## src/sv/crlfd_pkg.sv

```systemverilog
package crlfd_pkg;

    // Line terminator bytes.
    localparam logic [7:0] BYTE_CR = 8'h0D;
    localparam logic [7:0] BYTE_LF = 8'h0A;

    // Line limit register.
    localparam int unsigned LIMIT_W = 7;
    localparam logic [LIMIT_W-1:0] MIN_LIMIT   = 7'd2;
    localparam logic [LIMIT_W-1:0] LIMIT_RESET = 7'd64;

    // Default depth of the line store.
    localparam int unsigned LINE_DEPTH_DEF = 64;

    // Result kinds.
    localparam logic KIND_BYTE = 1'b0;
    localparam logic KIND_OVF  = 1'b1;

    // Commands from the controller to the datapath.
    typedef struct packed {
        logic wr;       // store the input byte and update the CR flag
        logic clr;      // drop the pending line
        logic rd;       // read the store at the readout index
        logic ld_byte;  // load a line byte into the output register
        logic ld_ovf;   // load an overflow result into the output register
    } t_cmd;

    // Status from the datapath to the controller.
    typedef struct packed {
        logic ovf;      // pending line is full
        logic crlf;     // input byte is an LF right after a CR
        logic rd_last;  // readout index is on the last byte of the line
        logic out_free; // output register can take a result this cycle
    } t_sts;

endpackage

```

## src/sv/crlf_line_deframer_core.sv

```systemverilog
// A byte that does not end a line or overflow is taken without a stall.
// An overflowing byte is taken and drops the line; its result waits in an overflow
// state for a free output register. Input stalls from the closing LF while the line
// is read out through the single store read port, a read then a load state per byte.
// Reset is synchronous and active low: it clears the pending line, the CR flag,
// the output valid flag, and sets line_limit to 64; the line store is not cleared.
module crlf_line_deframer_core #(
    parameter int unsigned LINE_DEPTH = crlfd_pkg::LINE_DEPTH_DEF
) (
    input  logic                          i_clk,
    input  logic                          i_rst_n,
    input  logic                          i_cfg_we,
    input  logic [crlfd_pkg::LIMIT_W-1:0] i_cfg_wdata,
    input  logic                          i_in_valid,
    output logic                          o_in_stall,
    input  logic [7:0]                    i_in_byte,
    output logic                          o_out_valid,
    input  logic                          i_out_stall,
    output logic                          o_kind,
    output logic [7:0]                    o_out_byte,
    output logic                          o_last
);

    crlfd_pkg::t_cmd cmd;
    crlfd_pkg::t_sts sts;

    // Sequencer for accept, readout and overflow.
    crlfd_ctrl u_ctrl (
        .i_clk      (i_clk),
        .i_rst_n    (i_rst_n),
        .i_in_valid (i_in_valid),
        .i_sts      (sts),
        .o_in_stall (o_in_stall),
        .o_cmd      (cmd)
    );

    // Line store, counters and output register.
    crlfd_dp #(
        .LINE_DEPTH (LINE_DEPTH)
    ) u_dp (
        .i_clk       (i_clk),
        .i_rst_n     (i_rst_n),
        .i_cfg_we    (i_cfg_we),
        .i_cfg_wdata (i_cfg_wdata),
        .i_in_byte   (i_in_byte),
        .i_out_stall (i_out_stall),
        .i_cmd       (cmd),
        .o_sts       (sts),
        .o_out_valid (o_out_valid),
        .o_kind      (o_kind),
        .o_out_byte  (o_out_byte),
        .o_last      (o_last)
    );

`ifndef NO_ASSERTIONS
    // The final byte of a line shows up as a last line-byte beat.
    a_line_end: assert property (@(posedge i_clk) disable iff (!i_rst_n)
        (cmd.ld_byte && sts.rd_last) |=> (o_out_valid && o_last && !o_kind))
        else $error("line end not flagged on output");

    // An overflow gives a single zero beat marked last.
    a_ovf_beat: assert property (@(posedge i_clk) disable iff (!i_rst_n)
        cmd.ld_ovf |=> (o_out_valid && o_kind && o_last && (o_out_byte == 8'h00)))
        else $error("malformed overflow beat");

    // No byte is taken while the store is being read out.
    a_no_accept_in_readout: assert property (@(posedge i_clk) disable iff (!i_rst_n)
        (cmd.rd || cmd.ld_byte) |-> o_in_stall)
        else $error("input taken during line readout");
`endif

endmodule

```

## src/sv/crlfd_ctrl.sv

```systemverilog
module crlfd_ctrl (
    input  logic              i_clk,
    input  logic              i_rst_n,
    input  logic              i_in_valid,
    input  crlfd_pkg::t_sts   i_sts,
    output logic              o_in_stall,
    output crlfd_pkg::t_cmd   o_cmd
);

    localparam logic [1:0] S_IDLE = 2'd0;
    localparam logic [1:0] S_READ = 2'd1;
    localparam logic [1:0] S_LOAD = 2'd2;
    localparam logic [1:0] S_OVF  = 2'd3;

    logic [1:0] r_state;
    logic [1:0] n_state;

    // Bytes are taken only while no line readout or overflow is in progress.
    assign o_in_stall = (r_state != S_IDLE);

    // Next state and datapath commands.
    always_comb begin
        n_state = r_state;
        o_cmd   = '0;
        unique case (r_state)
            S_IDLE: begin
                if (i_in_valid) begin
                    if (i_sts.ovf) begin
                        o_cmd.clr = 1'b1;
                        n_state   = S_OVF;
                    end else begin
                        o_cmd.wr = 1'b1;
                        if (i_sts.crlf) begin
                            n_state = S_READ;
                        end
                    end
                end
            end
            S_READ: begin
                o_cmd.rd = 1'b1;
                n_state  = S_LOAD;
            end
            S_LOAD: begin
                if (i_sts.out_free) begin
                    o_cmd.ld_byte = 1'b1;
                    if (i_sts.rd_last) begin
                        o_cmd.clr = 1'b1;
                        n_state   = S_IDLE;
                    end else begin
                        n_state = S_READ;
                    end
                end
            end
            S_OVF: begin
                if (i_sts.out_free) begin
                    o_cmd.ld_ovf = 1'b1;
                    n_state      = S_IDLE;
                end
            end
            default: begin
                n_state = S_IDLE;
            end
        endcase
    end

    // State register.
    always_ff @(posedge i_clk) begin
        if (!i_rst_n) begin
            r_state <= S_IDLE;
        end else begin
            r_state <= n_state;
        end
    end

endmodule

```

## src/sv/crlfd_dp.sv

```systemverilog
module crlfd_dp #(
    parameter int unsigned LINE_DEPTH = crlfd_pkg::LINE_DEPTH_DEF
) (
    input  logic                          i_clk,
    input  logic                          i_rst_n,
    input  logic                          i_cfg_we,
    input  logic [crlfd_pkg::LIMIT_W-1:0] i_cfg_wdata,
    input  logic [7:0]                    i_in_byte,
    input  logic                          i_out_stall,
    input  crlfd_pkg::t_cmd               i_cmd,
    output crlfd_pkg::t_sts               o_sts,
    output logic                          o_out_valid,
    output logic                          o_kind,
    output logic [7:0]                    o_out_byte,
    output logic                          o_last
);

    localparam int unsigned FW = $clog2(LINE_DEPTH + 1);
    localparam int unsigned AW = $clog2(LINE_DEPTH);
    localparam int unsigned LW = crlfd_pkg::LIMIT_W;
    localparam logic [LW-1:0] DEPTH_LIM = LW'(LINE_DEPTH);

    logic [LW-1:0] r_limit;
    logic [LW-1:0] lim_eff;
    logic [FW-1:0] r_fill;
    logic          r_cr;
    logic [AW-1:0] r_rd_idx;
    logic [7:0]    r_mem [LINE_DEPTH];
    logic [7:0]    r_rdata;
    logic          r_out_valid;
    logic          r_kind;
    logic [7:0]    r_out_byte;
    logic          r_last;

    // Limit register keeps the written bits; the clamp is applied on use.
    always_ff @(posedge i_clk) begin
        if (!i_rst_n) begin
            r_limit <= crlfd_pkg::LIMIT_RESET;
        end else if (i_cfg_we) begin
            r_limit <= i_cfg_wdata;
        end
    end

    always_comb begin
        if (r_limit < crlfd_pkg::MIN_LIMIT) begin
            lim_eff = crlfd_pkg::MIN_LIMIT;
        end else if (r_limit > DEPTH_LIM) begin
            lim_eff = DEPTH_LIM;
        end else begin
            lim_eff = r_limit;
        end
    end

    // Status toward the controller.
    assign o_sts.ovf      = (LW'(r_fill) >= lim_eff);
    assign o_sts.crlf     = (i_in_byte == crlfd_pkg::BYTE_LF) && r_cr;
    assign o_sts.rd_last  = ((FW'(r_rd_idx) + FW'(1)) == r_fill);
    assign o_sts.out_free = !r_out_valid || !i_out_stall;

    // Fill count, CR flag and readout index.
    always_ff @(posedge i_clk) begin
        if (!i_rst_n) begin
            r_fill   <= '0;
            r_cr     <= 1'b0;
            r_rd_idx <= '0;
        end else begin
            if (i_cmd.clr) begin
                r_fill <= '0;
                r_cr   <= 1'b0;
            end else if (i_cmd.wr) begin
                r_fill <= r_fill + FW'(1);
                r_cr   <= (i_in_byte == crlfd_pkg::BYTE_CR);
            end
            if (i_cmd.wr) begin
                r_rd_idx <= '0;
            end else if (i_cmd.ld_byte) begin
                r_rd_idx <= r_rd_idx + AW'(1);
            end
        end
    end

    // Line store: one write port at the fill position, one registered read port.
    always_ff @(posedge i_clk) begin
        if (i_cmd.wr) begin
            r_mem[r_fill[AW-1:0]] <= i_in_byte;
        end
        if (i_cmd.rd) begin
            r_rdata <= r_mem[r_rd_idx];
        end
    end

    // Output register: valid is control, the payload is loaded with it.
    always_ff @(posedge i_clk) begin
        if (!i_rst_n) begin
            r_out_valid <= 1'b0;
        end else if (i_cmd.ld_byte || i_cmd.ld_ovf) begin
            r_out_valid <= 1'b1;
        end else if (!i_out_stall) begin
            r_out_valid <= 1'b0;
        end
    end

    always_ff @(posedge i_clk) begin
        if (i_cmd.ld_byte) begin
            r_kind     <= crlfd_pkg::KIND_BYTE;
            r_out_byte <= r_rdata;
            r_last     <= o_sts.rd_last;
        end else if (i_cmd.ld_ovf) begin
            r_kind     <= crlfd_pkg::KIND_OVF;
            r_out_byte <= 8'h00;
            r_last     <= 1'b1;
        end
    end

    assign o_out_valid = r_out_valid;
    assign o_kind      = r_kind;
    assign o_out_byte  = r_out_byte;
    assign o_last      = r_last;

endmodule
```

## config.mk

```make
export PLATFORM = sky130hd
export DESIGN_NAME = crlf_line_deframer_core
export DESIGN_NICKNAME = d
export VERILOG_FILES = /design/src/sv/crlfd_pkg.sv /design/src/sv/crlf_line_deframer_core.sv /design/src/sv/crlfd_ctrl.sv /design/src/sv/crlfd_dp.sv
export SDC_FILE = /design/constraint.sdc
export NUM_CORES = 1
export LEC_CHECK = 0
export ABC_AREA = 1
export BUFFER_PORTS_ARGS = -buffer_cell sky130_fd_sc_hd__buf_4
export CAP_MARGIN = 20
export CORE_UTILIZATION = 56
export DETAILED_ROUTE_END_ITERATION = 10
export PLACE_DENSITY = 0.79
export SETUP_SLACK_MARGIN = 0.2
export SYNTH_ARGS = -nofsm -noshare
export SYNTH_HDL_FRONTEND = slang
export SYNTH_SLANG_ARGS = --single-unit
```

## constraint.sdc

```tcl
create_clock -name i_clk -period 9.55 [get_ports i_clk]
set_clock_uncertainty 0.1 [all_clocks]
set_input_delay 1.4325 -clock i_clk [delete_from_list [all_inputs] [get_ports i_clk]]
set_output_delay 1.4325 -clock i_clk [all_outputs]
set_load 0.02 [all_outputs]
```

==> run metrics <==
status finished clean; top cells by count, synth edfxtp_1, nand2_1, nor2_1; initial antenna violation count 0; H-tree depth 2; FILL cells 2,906; Vert. Die Dim 205 um; first-pass GRT wire length 85.6 mm; CP Capture Type register; worst path buffer plus inverter count 1; Hold Buf Count CTS 0; Yosys reg bits 554; crit-path leading delay family simple AND/OR/NAND/NOR gates; CTS root buf clkbuf_16; Critical-path top delay cell nor2_1; Setup Buffers After CTS 0; Mapped Cells 1,995; Post-synth EDFFs 529; cell leakage power 9.04 nW; drt pass-1 iters 7; FMAX 0.255 GHz; num rows 73; max cap viols 0; Layout area overhead 9.26%; Total GRT Usage 27.2%; Detail Route Antenna Nets 0; DRC 0; count of pins over their slew limit 0; Cell Chain, Critical Path nor3_1, nand2_1, o21ai_0, nand2_1, ha_1, nand2_1, nand2_1, a21oi_2, nand2_2, nor2_4, nand2_1, inv_2, nand2_1, nor2_1; maximum fanout along the worst path 10; Detailed Route WL 56.0 mm; clock buffer depth 3; Max VDD drop 0.181 mV; syn nets 2,024; vias in the first global route 15,100; smallest hold slack 0.387 ns; grt total ovfl 0; CP arrival 4.02 ns; DR vias 15,400; Setup TNS 0 ns; CTS tree yes; Worst-Skew Late Latency 0.58 ns; routability cong. 0.883; slowest stage delay, CP 0.71 ns; cell taking the most area after synthesis edfxtp_1; post_cts resized 0; Num CTS Buffers 53; WP data required 9.66 ns; core box area 40,100 um^2; Slew @ Worst Pin 1.12 ns; synthesized area 23,000 um^2; top-count cell post-synth edfxtp_1; Period Utilization, post-route 41.0%; Hold Path Class reg2reg; Vias/cell 6.03; most used cell, CP nand2_1; layout cells sized above 1 7.52%; port bufs 31; post-synthesis sequential area ratio 71.3%; DR WL/cell 21.9 um; Most used DFF post-synth edfxtp_1; Post-synth ARST share 0%; Die ar. 41,900 um^2; number of synthesis warnings 0; Starting Density 57.3%; Cell Pwr Density 195 nW/um^2; RSZ-0062 raised after global routing false; Final Critical Period 3.91 ns; clk slew on worst S/H paths 0.06 ns; io pins 32; Synth area leaders edfxtp_1, nand2_1, nor2_1, o21ai_0, a21oi_1; Slew HR 25.2%; DPL Wire Length 31.8 mm; number of diodes 0; Die X 205 um; post-synth cell types 37; Final setup viols 0; top cell type's share of synthesized area 69.1%; Worst setup SP type register; Initial DRC Count 1,906; clk sinks 554; largest net degree at the start of global routing 120; Crit Path Class reg2reg; Avg Cell Area, Syn 11.5 um^2; endpoints failing hold 0; nets 2,021
[power breakdown]
group / switching [mW] / leakage (nW) / total, mW / internal (mW)
clock: 0.872 / 0.830 / 2.06 / 1.18
combinational: 0.127 / 3.26 / 0.164 / 0.0377
sequential: 0.0113 / 4.95 / 2.69 / 2.68
total: 1.01 / 9.04 / 4.91 / 3.90
[through the flow]
stage          power (mW)  instances  utilization, %  setup WS, ns  area, um^2
2_1_floorplan        2.82       1995               -          6.50       23000
3_3_place_gp         2.90       2458            58.3          5.64       23400
3_5_place_dp         2.90       2459            58.3          5.68       23400
4_1_cts              4.92       2556            62.5          5.66       25100
5_1_grt              5.03       2559            62.7          5.29       25100
6_report             4.91       2559            62.7          5.64       25100
[metal layers]
layer  vias up  part of all wire, %  global-route usage, %
met3       123                   12                   4.79
met2      1010                   47                   42.3
li1       6958                    -                      -
met1      7338                   38                   38.4
met5         -                    0                      0
met4         0                  3.3                   10.2
[cells in the final DEF, fill, tap and decap left out, types with 45 or more instances in the layout]
cell and instances:
o22ai_1 64, nor2_1 306, nand3_1 55, o21ai_0 185, clkbuf_16 55, nand2_1 436
a21oi_1 117, edfxtp_1 529, inv_1 82, buf_4 45
[worst paths after layout]
| path | to | cells after the start | slack, ns | from |
|---|---|---|---|---|
| setup / recovery | u_dp.r_mem[5][4]$_DFFE_PP_ | 14 | 5.64 | u_dp.r_limit[3]$_SDFFE_PN0P_ |
| hold / removal | u_dp.o_kind$_SDFFE_PP0P_ | 2 | 0.39 | u_dp.o_kind$_SDFFE_PP0P_ |
| setup reg to reg | u_dp.r_mem[5][4]$_DFFE_PP_ | 14 | 5.64 | u_dp.r_limit[3]$_SDFFE_PN0P_ |
| hold reg to reg | u_dp.o_kind$_SDFFE_PP0P_ | 2 | 0.39 | u_dp.o_kind$_SDFFE_PP0P_ |
[state kept, by name, indices dropped and copies added, names as in the netlist]
name / flops
u_dp.r_fill: 7
u_dp.o_out_valid: 1
u_dp.o_out_byte: 8
u_dp.r_cr: 1
u_ctrl.r_state: 2
u_dp.r_rdata: 8
u_dp.o_kind: 1
u_dp.r_rd_idx: 6
u_dp.o_last: 1
u_dp.r_limit: 7
u_dp.r_mem: 512
[area by class of cell]
class                   count  area (um^2)  share of cell area, %
multi-input cells        1245         5640                   22.5
clock inverters            32          288                   1.15
well taps                 525          657                   2.61
repair buffers             48          390                   1.55
inverters                  90          343                   1.36
flip-flops and latches    554        16400                   65.2
clock buffers              65         1410                   5.63
[logic make-up after synthesis]
kind of cell               after synthesis  synth area share (%)
buffers and inverters                  196                  4.21
muxes                                    1                0.0435
and+or+nand+nor                        819                  14.2
DFF                                    554                  71.3
adders and majority gates                9                 0.490
AOI/OAI and AO/OA                      412                  9.64
xor gates and xnor gates                 4                 0.152
[worst min-delay path: cells and delay by family (launching register included)]
kind	cells	cell delay (ns)
AO/OA/AOI/OAI	1	0.08
buffers and inverters	1	0.05
flip-flops	1	0.32
(Power assumes the default switching activity.)
